$ cat config.mk
export PLATFORM = sky130hd
export DESIGN_NAME = tick_task_scheduler_table_core
export DESIGN_NICKNAME = d
export VERILOG_FILES = /design/src/design/tts_pkg.sv /design/src/design/tts_cell.sv /design/src/design/tts_slot_unit.sv /design/src/design/tick_task_scheduler_table.sv
export SDC_FILE = /design/constraint.sdc
export NUM_CORES = 1
export LEC_CHECK = 0
export ABC_AREA = 1
export BUFFER_PORTS_ARGS = -buffer_cell sky130_fd_sc_hd__buf_2
export CAP_MARGIN = 20
export CORE_MARGIN = 8
export CORE_UTILIZATION = 65
export CTS_CLUSTER_DIAMETER = 120
export DETAILED_ROUTE_END_ITERATION = 16
export PLACE_DENSITY = 0.86
export SKIP_LAST_GASP = 1
export SLEW_MARGIN = 20
export SYNTH_ARGS = -nofsm -noshare
export SYNTH_HDL_FRONTEND = slang
export SYNTH_SLANG_ARGS = --single-unit
$ cat constraint.sdc
create_clock -name clk_i -period 10.15 [get_ports clk_i]
set_input_delay 2.03 -clock clk_i [delete_from_list [all_inputs] [get_ports clk_i]]
set_output_delay 2.03 -clock clk_i [all_outputs]
set_load 0.05 [all_outputs]
$ cat src/design/tts_pkg.sv
package tts_pkg;

  // command codes carried on the input tuser
  typedef enum logic [1:0] {
    CMD_TICK     = 2'd0,
    CMD_ADD      = 2'd1,
    CMD_DELETE   = 2'd2,
    CMD_DISPATCH = 2'd3
  } cmd_e;

  // result kinds carried on the output tuser
  typedef enum logic [2:0] {
    KIND_DONE  = 3'd0,
    KIND_ADDED = 3'd1,
    KIND_FULL  = 3'd2,
    KIND_RUN   = 3'd3,
    KIND_NONE  = 3'd4
  } kind_e;

  typedef enum logic [1:0] {
    ST_IDLE,
    ST_WALK,
    ST_FINISH
  } state_e;

  localparam int unsigned HANDLE_W  = 32;
  localparam int unsigned DELAY_W   = 16;
  localparam int unsigned PENDING_W = 8;
  localparam int unsigned SLOT_W    = 3;

  // cap on run results per dispatch
  localparam int unsigned MAX_RESULTS = 8;
  localparam int unsigned SERVED_W    = 4;

  localparam logic [PENDING_W-1:0] PENDING_MAX = '1;

  typedef struct packed {
    logic                 valid;
    logic [HANDLE_W-1:0]  handle;
    logic [DELAY_W-1:0]   delay;
    logic [DELAY_W-1:0]   period;
    logic [PENDING_W-1:0] pending;
  } slot_rec_t;

  // per-slot context handed from the control to the slot update unit
  typedef struct packed {
    cmd_e                cmd;
    logic                found;      // add: a free slot was already taken
    logic                idx_hit;    // delete: head is the addressed slot
    logic                served_full;
    logic [HANDLE_W-1:0] handle;
    logic [DELAY_W-1:0]  delay;
    logic [DELAY_W-1:0]  period;
  } slot_ctx_t;

endpackage

$ cat src/design/tts_cell.sv
// One table entry in the rotating ring.
module tts_cell (
  input  logic               clk_i,
  input  logic               rst_ni,
  input  logic               shift_i,
  input  tts_pkg::slot_rec_t d_i,
  output tts_pkg::slot_rec_t q_o
);

  tts_pkg::slot_rec_t rec_q;

  always_ff @(posedge clk_i or negedge rst_ni) begin
    if (!rst_ni) begin
      rec_q <= '0;
    end else if (shift_i) begin
      rec_q <= d_i;
    end
  end

  assign q_o = rec_q;

endmodule

$ cat src/design/tts_slot_unit.sv
// Applies the current command to the record at the head of the ring.
module tts_slot_unit (
  input  tts_pkg::slot_ctx_t ctx_i,
  input  tts_pkg::slot_rec_t rec_i,
  output tts_pkg::slot_rec_t rec_o,
  output logic               hit_o
);

  always_comb begin
    rec_o = rec_i;
    hit_o = 1'b0;
    unique case (ctx_i.cmd)
      tts_pkg::CMD_TICK: begin
        if (rec_i.valid) begin
          if (rec_i.delay == '0) begin
            if (rec_i.pending != tts_pkg::PENDING_MAX) begin
              rec_o.pending = rec_i.pending + 1'b1;
            end
            if (rec_i.period != '0) begin
              rec_o.delay = rec_i.period;
            end
          end else begin
            rec_o.delay = rec_i.delay - 1'b1;
          end
        end
      end
      tts_pkg::CMD_ADD: begin
        if (!rec_i.valid && !ctx_i.found) begin
          hit_o         = 1'b1;
          rec_o.valid   = 1'b1;
          rec_o.handle  = ctx_i.handle;
          rec_o.delay   = ctx_i.delay;
          rec_o.period  = ctx_i.period;
          rec_o.pending = '0;
        end
      end
      tts_pkg::CMD_DELETE: begin
        if (ctx_i.idx_hit) begin
          rec_o = '0;
        end
      end
      tts_pkg::CMD_DISPATCH: begin
        if (rec_i.pending != '0 && !ctx_i.served_full) begin
          hit_o         = 1'b1;
          rec_o.pending = rec_i.pending - 1'b1;
          if (rec_i.period == '0) begin
            rec_o = '0;
          end
        end
      end
      default: begin
        rec_o = rec_i;
      end
    endcase
  end

endmodule

$ cat src/design/tick_task_scheduler_table.sv
// Time-triggered task table. The slots sit in a ring of cells that rotates
// one position per cycle while a command is worked; the head slot passes
// through a shared update unit and re-enters at the tail, so after
// MAX_TASKS steps the table is back in index order. Every command (tick,
// add, delete, dispatch) walks the ring once and then presents its final
// result from the finish state; the input is ready again only once the
// control is back in idle, so a new command is not taken before the last
// one is through. The walk pauses whenever a dispatch run result cannot
// leave because the output holds a transaction not yet taken, and the final
// result of any command waits the same way. Dispatch results are held one
// slot behind the walk so the final one can be flagged with tlast.
module tick_task_scheduler_table_core #(
  parameter int unsigned MAX_TASKS = 8
) (
  input  logic        clk_i,
  input  logic        rst_ni,
  // input stream
  input  logic        s_axis_tvalid_i,
  output logic        s_axis_tready_o,
  // [31:0] task_handle, [47:32] start_delay, [63:48] repeat_period,
  // [66:64] slot_index, [71:67] zero
  input  logic [71:0] s_axis_tdata_i,
  // [1:0] command
  input  logic [1:0]  s_axis_tuser_i,
  // result stream
  output logic        m_axis_tvalid_o,
  input  logic        m_axis_tready_i,
  // [2:0] slot, [34:3] handle_out, [39:35] zero
  output logic [39:0] m_axis_tdata_o,
  // [2:0] result_kind
  output logic [2:0]  m_axis_tuser_o,
  // last
  output logic        m_axis_tlast_o
);

  localparam int unsigned CW = (MAX_TASKS > 1) ? $clog2(MAX_TASKS) : 1;
  localparam logic [CW-1:0] LAST_CNT = CW'(MAX_TASKS - 1);

  tts_pkg::state_e state_q, state_d;

  // latched command of the transaction in progress
  tts_pkg::cmd_e                 cmd_q;
  logic [tts_pkg::HANDLE_W-1:0]  handle_q;
  logic [tts_pkg::DELAY_W-1:0]   delay_q;
  logic [tts_pkg::DELAY_W-1:0]   period_q;
  logic [tts_pkg::SLOT_W-1:0]    idx_q;

  logic [CW-1:0]                 cnt_q;
  logic                          found_q;
  logic [tts_pkg::SLOT_W-1:0]    found_slot_q;
  logic [tts_pkg::SERVED_W-1:0]  served_q;

  // one dispatch result held back until the next one (or the end) is known
  logic                          hold_valid_q;
  logic [tts_pkg::SLOT_W-1:0]    hold_slot_q;
  logic [tts_pkg::HANDLE_W-1:0]  hold_handle_q;

  // output register
  logic                          out_valid_q;
  tts_pkg::kind_e                out_kind_q;
  logic [tts_pkg::SLOT_W-1:0]    out_slot_q;
  logic [tts_pkg::HANDLE_W-1:0]  out_handle_q;
  logic                          out_last_q;

  logic                          accept;
  logic                          out_free;
  logic                          step;
  logic                          load_out;
  tts_pkg::kind_e                new_kind;
  logic [tts_pkg::SLOT_W-1:0]    new_slot;
  logic [tts_pkg::HANDLE_W-1:0]  new_handle;
  logic                          new_last;

  logic [31:0]                   cnt_ext;
  logic [tts_pkg::SLOT_W-1:0]    cnt_slot;

  tts_pkg::slot_rec_t            ring_q [MAX_TASKS];
  tts_pkg::slot_rec_t            ring_d [MAX_TASKS];
  tts_pkg::slot_rec_t            head_new;
  tts_pkg::slot_ctx_t            ctx;
  logic                          hit;

  assign accept   = s_axis_tvalid_i && s_axis_tready_o;
  assign out_free = !out_valid_q || m_axis_tready_i;
  assign cnt_ext  = 32'(cnt_q);
  assign cnt_slot = cnt_ext[tts_pkg::SLOT_W-1:0];

  // ring of slot cells: each takes its upper neighbor, the tail takes the
  // updated head
  for (genvar g = 0; g < MAX_TASKS; g++) begin : g_ring
    if (g == MAX_TASKS - 1) begin : g_tail
      assign ring_d[g] = head_new;
    end else begin : g_body
      assign ring_d[g] = ring_q[g+1];
    end
    tts_cell u_cell (
      .clk_i  (clk_i),
      .rst_ni (rst_ni),
      .shift_i(step),
      .d_i    (ring_d[g]),
      .q_o    (ring_q[g])
    );
  end

  always_comb begin
    ctx.cmd         = cmd_q;
    ctx.found       = found_q;
    ctx.idx_hit     = (cnt_ext == 32'(idx_q));
    ctx.served_full = (served_q == tts_pkg::SERVED_W'(tts_pkg::MAX_RESULTS));
    ctx.handle      = handle_q;
    ctx.delay       = delay_q;
    ctx.period      = period_q;
  end

  tts_slot_unit u_slot (
    .ctx_i(ctx),
    .rec_i(ring_q[0]),
    .rec_o(head_new),
    .hit_o(hit)
  );

  // control: walk stepping and result selection
  always_comb begin
    state_d    = state_q;
    step       = 1'b0;
    load_out   = 1'b0;
    new_kind   = tts_pkg::KIND_DONE;
    new_slot   = '0;
    new_handle = '0;
    new_last   = 1'b0;
    s_axis_tready_o = (state_q == tts_pkg::ST_IDLE);
    unique case (state_q)
      tts_pkg::ST_IDLE: begin
        if (accept) begin
          state_d = tts_pkg::ST_WALK;
        end
      end
      tts_pkg::ST_WALK: begin
        if (cmd_q == tts_pkg::CMD_DISPATCH && hit && hold_valid_q) begin
          // a further ready slot: the held one is not the last
          step       = out_free;
          load_out   = out_free;
          new_kind   = tts_pkg::KIND_RUN;
          new_slot   = hold_slot_q;
          new_handle = hold_handle_q;
        end else begin
          step = 1'b1;
        end
        if (step && cnt_q == LAST_CNT) begin
          state_d = tts_pkg::ST_FINISH;
        end
      end
      tts_pkg::ST_FINISH: begin
        new_last = 1'b1;
        unique case (cmd_q)
          tts_pkg::CMD_ADD: begin
            if (found_q) begin
              new_kind = tts_pkg::KIND_ADDED;
              new_slot = found_slot_q;
            end else begin
              new_kind = tts_pkg::KIND_FULL;
            end
          end
          tts_pkg::CMD_DISPATCH: begin
            if (hold_valid_q) begin
              new_kind   = tts_pkg::KIND_RUN;
              new_slot   = hold_slot_q;
              new_handle = hold_handle_q;
            end else begin
              new_kind = tts_pkg::KIND_NONE;
            end
          end
          default: begin
            new_kind = tts_pkg::KIND_DONE;
          end
        endcase
        if (out_free) begin
          load_out = 1'b1;
          state_d  = tts_pkg::ST_IDLE;
        end
      end
      default: begin
        state_d = tts_pkg::ST_IDLE;
      end
    endcase
  end

  always_ff @(posedge clk_i or negedge rst_ni) begin
    if (!rst_ni) begin
      state_q <= tts_pkg::ST_IDLE;
    end else begin
      state_q <= state_d;
    end
  end

  // walk bookkeeping
  always_ff @(posedge clk_i or negedge rst_ni) begin
    if (!rst_ni) begin
      cnt_q        <= '0;
      found_q      <= 1'b0;
      served_q     <= '0;
      hold_valid_q <= 1'b0;
      cmd_q        <= tts_pkg::CMD_TICK;
    end else if (accept) begin
      cnt_q        <= '0;
      found_q      <= 1'b0;
      served_q     <= '0;
      hold_valid_q <= 1'b0;
      cmd_q        <= tts_pkg::cmd_e'(s_axis_tuser_i);
    end else if (step) begin
      cnt_q <= cnt_q + 1'b1;
      if (hit && cmd_q == tts_pkg::CMD_ADD) begin
        found_q <= 1'b1;
      end
      if (hit && cmd_q == tts_pkg::CMD_DISPATCH) begin
        hold_valid_q <= 1'b1;
        served_q     <= served_q + 1'b1;
      end
    end
  end

  // payload of the command and held results
  always_ff @(posedge clk_i) begin
    if (accept) begin
      handle_q <= s_axis_tdata_i[31:0];
      delay_q  <= s_axis_tdata_i[47:32];
      period_q <= s_axis_tdata_i[63:48];
      idx_q    <= s_axis_tdata_i[66:64];
    end
    if (step && hit) begin
      found_slot_q  <= cnt_slot;
      hold_slot_q   <= cnt_slot;
      hold_handle_q <= ring_q[0].handle;
    end
  end

  // output register
  always_ff @(posedge clk_i or negedge rst_ni) begin
    if (!rst_ni) begin
      out_valid_q <= 1'b0;
    end else if (load_out) begin
      out_valid_q <= 1'b1;
    end else if (m_axis_tready_i) begin
      out_valid_q <= 1'b0;
    end
  end

  always_ff @(posedge clk_i) begin
    if (load_out) begin
      out_kind_q   <= new_kind;
      out_slot_q   <= new_slot;
      out_handle_q <= new_handle;
      out_last_q   <= new_last;
    end
  end

  assign m_axis_tvalid_o = out_valid_q;
  assign m_axis_tdata_o  = {5'd0, out_handle_q, out_slot_q};
  assign m_axis_tuser_o  = out_kind_q;
  assign m_axis_tlast_o  = out_last_q;

endmodule
==> run_results.csv, run 1 <==
group,metric,value,unit
detailed_routing,detail-route-antenna-nets,0,
sta,post-route-period-util,48.2,%
critical_path,path_max_fanout,131,
sta,whs,458,ps
sta,fin_skew,26.3,ps
sta,fmax,204,MHz
sta,setup_viol,0,
floorplan,die_w,230,um
clocking,cts_tree,"yes",
detailed_routing,firstDrtPassIters,8,
global_routing,track_usage,24.3,%
critical_path,r2r.worst_path.cells,9,
clocking,cts.htree.levels,3,
logic_synthesis,yosysMostFrequentCell,"nand2_1",
cells_and_area,nets,3347,
logic_synthesis,ys_types,36,
detailed_routing,drt_iter0_markers,2563,
clocking,cts_hold_buf,0,
floorplan,die-area,53100,um^2
cells_and_area,fill_cells,3057,
sta,hold_viol,0,
cells_and_area,final_cells,3918,
detailed_routing,viasPerCell,5.51,
logic_synthesis,synth_cells,3216,
logic_synthesis,ys_seq_area_share,64.2,%
detailed_routing,drc_errors,0,
sta,fin_setup_tns,0,ps
detailed_routing,vias,21600,
floorplan,rows,78,
clocking,clock_latency,620,ps
critical_path,cp-end-kind,"register",
outcome,status,"finished, final reports clean",
critical_path,cp.required,10570,ps
min_path,hp-start,"g_ring[7].u_cell.q_o[35]",
global_routing,grt_start_max_net_pins,260,
min_path,min_path_cells,2,
min_path,min_path_type,"reg2reg",
power,p_leak,16.6,nW
logic_synthesis,yosys.area.top_type,"dfrtp_1",
floorplan,core-area,45400,um^2
logic_synthesis,syn_area,29900,um^2
detailed_routing,routed_wirelength,65.1,mm
run,cap_violations,0,
logic_synthesis,synth_ff_type,"dfrtp_1",
placed_design,pre_cts_slack,4530,ps
critical_path,r2r_setup_slack,5850,ps
sta,slew_viol_final,0,
sta,rsz0062_at_grt,"false",
logic_synthesis,yosys_warnings,0,
logic_synthesis,synthArstFlopShare,80.9,%
clocking,numCtsBuffers,72,
clocking,clock_sinks,739,
floorplan,start_util,65.8,%
clocking,post_cts_resize_count,0,
global_routing,gr-total-overflow,0,
power,powerDensity,332,nW/um^2
logic_synthesis,synthTopCellsByArea,"dfrtp_1, nand2_1, edfxtp_1, o21ai_0, nand3_1",
cells_and_area,drive_gt1_share,9.43,%
sta,fin_ws,5260,ps
cells_and_area,syn2layout_area_growth,10.5,%
global_routing,grt_pass1_wl,106,mm
detailed_routing,routedWlPerCell,16.6,um
placed_design,dp_hpwl,36.3,mm
placed_design,dp.cells,3782,
logic_synthesis,synth-seq-cells,739,
critical_path,worstSetupStartpointType,"input port",
critical_path,path_class,"in2reg",
floorplan,die_y,230,um
floorplan,ioPinCount,124,
logic_synthesis,synth_edf_count,141,
sta,worstMarginPinSlew,1130,ps
placed_design,gp_congestion,0.865,
sta,slew_headroom,24.5,%
clocking,post_cts_buffers,0,
global_routing,grt_pass1_vias,21300,
clocking,clk_pin_slew_worst_paths,60,ps
logic_synthesis,synth_common_cells,"nand2_1, dfrtp_1, o21ai_0",
global_routing,antenna_found_initial,0,
min_path,worstHoldEndpoint,"g_ring[6].u_cell.q_o[35]",
logic_synthesis,netlist.area_leader.share,50.1,%
cells_and_area,n_antenna_cell,0,
clocking,clockRootBuffer,"clkbuf_16",
sta,layout_min_cycle_time,4890,ps
placed_design,numPortBuffers,113,
power,ir_drop,222,uV
critical_path,reg2reg_to,"g_ring[7].u_cell.q_o[14]",
logic_synthesis,syn_avg_cell_area,9.29,um^2
critical_path,worst-endpoint-arrival,5310,ps
critical_path,timing.rr.start,"g_ring[0].u_cell.q_o[0]",
clocking,cts_buffer_depth,3,
-- sequential cells by signal, summed over array words and instances, names as in the netlist, 4 cells and up --
register / count
g_ring.u_cell.q_o: 584
handle_q: 32
hold_handle_q: 32
out_handle_q: 32
delay_q: 16
period_q: 16
served_q: 4
-- stage by stage --
step | instance area [um^2] | power (mW) | utilization [%]
after floorplan | 29900 | 7.31 | -
after global placement | 30500 | 7.95 | 67.3
after detailed placement | 30500 | 8.15 | 67.3
after CTS | 33000 | 11.0 | 72.7
after global routing | 33000 | 11.6 | 72.8
final | 33000 | 11.0 | 72.8
-- report_power, final --
part / internal (mW) / leakage [nW] / switching [mW]
sequential: 4.13 / 9.36 / 0.645
combinational: 0.942 / 6.06 / 2.53
clock: 1.58 / 1.21 / 1.14
-- placed cells by master (no fill, tap or decap), types with 2 or more instances in the layout --
cell type | synthesis | layout
buf_2 | 111 | 112
nand2_4 | 4 | 5
xor2_1 | 4 | 4
nor2_4 | 5 | 7
dfrtp_1 | 598 | 598
buf_6 | 5 | 2
nand3_2 | 27 | 27
clkinvlp_4 | 0 | 2
a21oi_1 | 42 | 42
nor2_2 | 5 | 4
nand3_1 | 200 | 200
nor2_1 | 124 | 123
clkbuf_1 | 33 | 16
a31oi_1 | 3 | 3
edfxtp_1 | 141 | 141
inv_6 | 0 | 2
xnor2_1 | 4 | 4
nand3b_1 | 5 | 5
o211ai_1 | 8 | 8
buf_12 | 2 | 4
nand4_1 | 9 | 9
clkinv_8 | 0 | 2
clkbuf_8 | 0 | 12
o21ai_0 | 203 | 203
clkbuf_16 | 0 | 76
nand2_1 | 1464 | 1463
nand2_2 | 9 | 8
inv_1 | 162 | 162
bufinv_16 | 0 | 4
ha_1 | 11 | 11
buf_4 | 15 | 11
conb_1 | 1 | 5
inv_2 | 7 | 6
nor2_8 | 2 | 2
nor3_1 | 4 | 4
clkinv_2 | 0 | 19
inv_16 | 0 | 2
-- routing by layer --
layer | GRT usage [%] | share of wire (%) | vias up
met5 | 0 | 0 | -
met4 | 7.84 | 2.7 | 0
met3 | 4.54 | 6.0 | 141
met2 | 39.9 | 49 | 695
met1 | 32.8 | 42 | 10600
li1 | - | - | 10200
-- worst max-delay path, cell delays in order --
cell     delay, ps
buf_2          110
nor2_1         330
nand4_2        270
nand2_8        600
buf_4          840
buf_6          760
o21ai_0        270
-- cell type report --
type / instances / area [um^2] / share of cell area (%)
flip-flops and latches: 739 / 19200 / 58.1
multi-input cells: 2143 / 9190 / 27.8
clock buffers: 104 / 2130 / 6.44
repair buffers: 131 / 788 / 2.39
well taps: 600 / 751 / 2.27
inverters: 171 / 651 / 1.97
clock inverters: 30 / 315 / 0.955
-- cell families after synthesis --
family,after synthesis,synth area share [%]
other,1,0.0125
DFF,739,64.2
adders and majority gates,11,0.461
AOI/OAI and AO/OA,259,4.46
and+or+nand+nor,1860,25.4
buffers and inverters,338,5.17
xor gates and xnor gates,8,0.234
-- worst max path at each step --
stage	slack (ps)	start	to
after floorplan	5750	s_axis_tvalid_i	delay_q[0]
after global placement	4690	m_axis_tready_i	g_ring[1].u_cell.q_o[42]
final	5260	m_axis_tready_i	g_ring[1].u_cell.q_o[47]
after global routing	5080	m_axis_tready_i	g_ring[1].u_cell.q_o[47]
after CTS	5100	m_axis_tready_i	g_ring[1].u_cell.q_o[9]
after detailed placement	4530	m_axis_tready_i	g_ring[1].u_cell.q_o[48]
Note: power is estimated with default switching activity, not from simulation.
==> run 2: changes to the inputs <==
--- a/config.mk
+++ b/config.mk
@@ -5,14 +5,14 @@
 export SDC_FILE = /design/constraint.sdc
 export NUM_CORES = 1
 export LEC_CHECK = 0
-export ABC_AREA = 1
+export ABC_AREA = 0
 export BUFFER_PORTS_ARGS = -buffer_cell sky130_fd_sc_hd__buf_2
 export CAP_MARGIN = 20
 export CORE_MARGIN = 8
-export CORE_UTILIZATION = 65
+export CORE_UTILIZATION = 61
 export CTS_CLUSTER_DIAMETER = 120
 export DETAILED_ROUTE_END_ITERATION = 16
-export PLACE_DENSITY = 0.86
+export PLACE_DENSITY = 0.82
 export SKIP_LAST_GASP = 1
 export SLEW_MARGIN = 20
 export SYNTH_ARGS = -nofsm -noshare
==> constraint.sdc (replaced) <==
create_clock -name clk_i -period 4.5 [get_ports clk_i]
set_input_delay 0.9 -clock clk_i [delete_from_list [all_inputs] [get_ports clk_i]]
set_output_delay 0.9 -clock clk_i [all_outputs]
set_load 0.05 [all_outputs]
==> run 2 against run 1 <==
Routed wire length shrank 3.0%. Die area rose by 3.0%. Worst setup slack lost 4300 ps. Hold slack lost 250 ps. Clock skew is 0.92 ps higher. Count of clock-buffer cells in the layout rose by 8. Clock power is 130% higher. Power is 110% higher. Synthesized cell count shrank 8.4%. First-iteration DRC count is 14% lower.
==> run_results.csv, run 2 <==
group,metric,value,unit
clocking,cts.htree.levels,3,
sta,rsz0062_at_grt,"false",
logic_synthesis,ys_seq_area_share,66.3,%
power,power_frac_clock,26.8,%
clocking,numCtsBuffers,75,
detailed_routing,vias,20400,
clocking,cts_buffer_depth,3,
sta,worstMarginPinSlew,1050,ps
placed_design,numPortBuffers,113,
logic_synthesis,netlist.area_leader.share,51.7,%
critical_path,crit_path_frequent_cell,"buf_4",
logic_synthesis,synth_ff_type,"dfrtp_1",
global_routing,grt_pass1_vias,20300,
logic_synthesis,ys_types,68,
logic_synthesis,syn_avg_cell_area,9.83,um^2
clocking,clock_sinks,739,
clocking,post_cts_buffers,0,
critical_path,cp_slowest_cell,"o22ai_1",
global_routing,gr-total-overflow,0,
logic_synthesis,synth_common_cells,"nand2_1, dfrtp_1, edfxtp_1",
critical_path,cp.required,5050,ps
logic_synthesis,syn_area,28900,um^2
detailed_routing,viasPerCell,5.54,
global_routing,track_usage,23.6,%
power,p_sw_share,36.8,%
detailed_routing,routedWlPerCell,17.2,um
placed_design,dp_hpwl,36.8,mm
clocking,cts_tree,"yes",
sta,fmax,281,MHz
detailed_routing,firstDrtPassIters,7,
critical_path,crit_path_max_incr_delay,650,ps
cells_and_area,mostFrequentLayoutCells,"nand2_1, dfrtp_1, edfxtp_1",
placed_design,dp.cells,3536,
logic_synthesis,yosys.area.top_type,"dfrtp_1",
min_path,min_path_type,"in2async",
sta,fin_skew,27.3,ps
power,p_leak,16.8,nW
power,p_int,14.5,mW
sta,setup_viol,0,
clocking,clk_pin_slew_worst_paths,60,ps
floorplan,start_util,61.3,%
run,cap_violations,0,
floorplan,ioPinCount,124,
cells_and_area,drive_gt1_share,9.31,%
sta,hold_viol,0,
critical_path,worst-endpoint-arrival,4110,ps
cells_and_area,largest_reg_flops,584,
sta,slew_viol_final,0,
cells_and_area,n_antenna_cell,0,
logic_synthesis,synthTopCellsByArea,"dfrtp_1, nand2_1, edfxtp_1, a221o_1, clkbuf_1",
outcome,status,"finished, final reports clean",
floorplan,rows,80,
sta,layout_min_cycle_time,3560,ps
global_routing,grt_pass1_wl,104,mm
detailed_routing,detail-route-antenna-nets,0,
logic_synthesis,yosysMostFrequentCell,"nand2_1",
critical_path,path_class,"reg2reg",
global_routing,antenna_found_initial,0,
sta,fin_setup_tns,0,ps
clocking,clock_latency,620,ps
clocking,post_cts_resize_count,0,
floorplan,die_w,234,um
logic_synthesis,yosys_warnings,0,
critical_path,cp_num_buf_inv,2,
logic_synthesis,synth_cells,2946,
detailed_routing,drt_iter0_markers,2198,
cells_and_area,syn2layout_area_growth,12.3,%
power,seqPwrFrac,45.1,%
clocking,clockRootBuffer,"clkbuf_16",
floorplan,die-area,54700,um^2
placed_design,gp_congestion,0.851,
global_routing,grt_start_max_net_pins,200,
critical_path,path_max_fanout,28,
critical_path,crit_family,"compound AO/OA/AOI/OAI gates",
cells_and_area,layout_commonest_cell,"nand2_1",
detailed_routing,routed_wirelength,63.1,mm
cells_and_area,nets,3090,
critical_path,cp-end-kind,"register",
power,p_comb_share,28.0,%
critical_path,cp_cell_sequence,"buf_4 -> nand2b_1 -> o22ai_1 -> or2_1 -> o21a_2 -> buf_4 -> a221o_1",
critical_path,worstSetupStartpointType,"register",
logic_synthesis,synth_edf_count,141,
clocking,cts_hold_buf,0,
power,powerDensity,706,nW/um^2
cells_and_area,final_cells,3677,
detailed_routing,drc_errors,0,
logic_synthesis,synth-seq-cells,739,
sta,slew_headroom,29.3,%
floorplan,core-area,47200,um^2
logic_synthesis,synthArstFlopShare,80.9,%
sta,post-route-period-util,79.1,%
power,ir_drop,598,uV
power,netSwitchingPower,8.45,mW
floorplan,die_y,234,um
## run 2: changes by cell type after synthesis, sizes merged, moves of 50 or more
cell and change:
nand3 -211, o21ai -156, inv -152, nor2 -95, clkbuf +79, nand2 +79
buf -67, and3 +50
## run 2: cells by family after synthesis
kind of cell | synth area share [%]
flip-flops | 66.3
adder cells (fa/ha/maj) | 0.475
other | 0.0130
buffers and inverters | 2.88
AO/OA/AOI/OAI | 5.22
multiplexers | 0.251
XOR/XNOR | 0.393
AND/OR/NAND/NOR | 24.5
## run 2: stage by stage
step / worst slack [ps] / power [mW] / instance area [um^2] / utilization, % / hold slack (ps)
after floorplan: 758 / 14.9 / 29000 / - / 439
after global placement: 980 / 16.4 / 30000 / 63.5 / 445
after detailed placement: 848 / 16.7 / 30000 / 63.5 / 447
after CTS: 968 / 23.0 / 32500 / 68.7 / 421
after global routing: 834 / 24.3 / 32500 / 68.8 / 217
final: 939 / 22.9 / 32500 / 68.8 / 207
## run 2: area by class of cell
type | instances | area [um^2]
Sequential cell | 739 | 19200
Fill cell | 3348 | 14700
Multi-Input combinational cell | 2015 | 8970
Clock buffer | 112 | 2170
Timing Repair Buffer | 153 | 1070
Tap cell | 615 | 769
Clock inverter | 26 | 282
Inverter | 17 | 63.8
## run 2: per-layer routing
| layer | share of wire [%] | track usage (%) | vias to the layer above |
|---|---|---|---|
| met4 | 3.1 | 8.53 | 0 |
| li1 | - | - | 9567 |
| met2 | 48 | 38.0 | 581 |
| met1 | 43 | 31.9 | 10100 |
| met3 | 5.5 | 4.64 | 133 |
| met5 | 0 | 0 | - |
## run 2: worst reg2reg max path, stage by stage, from the launching register on
cell and delay, ps:
dfrtp_1 360, buf_4 200, nand2b_1 270, o22ai_1 650
or2_1 610, o21a_2 640, buf_4 510, a221o_1 260
## run 2: power by group through the flow
stage	logic, mW	registers (mW)	clock network (mW)
global route	7.20	10.6	6.50
global placement	6.05	10.3	0
floorplan	4.72	10.2	0
finish	6.43	10.4	6.16
detailed placement	6.33	10.4	0
CTS	6.41	10.3	6.25
## run 2: worst paths after layout
path | end | depth (start not counted) | slack (ps) | start
min in group clk_i | g_ring[1].u_cell.q_o[71] | 2 | 450 | g_ring[2].u_cell.q_o[71]
min reg2reg | g_ring[1].u_cell.q_o[71] | 2 | 450 | g_ring[2].u_cell.q_o[71]
max | g_ring[7].u_cell.q_o[48] | 7 | 940 | cmd_q[1]
min | g_ring[7].u_cell.q_o[27] | 1 | 210 | rst_ni
max in group asynchronous | g_ring[2].u_cell.q_o[60] | 3 | 3030 | rst_ni
max reg2reg | g_ring[7].u_cell.q_o[48] | 7 | 940 | cmd_q[1]
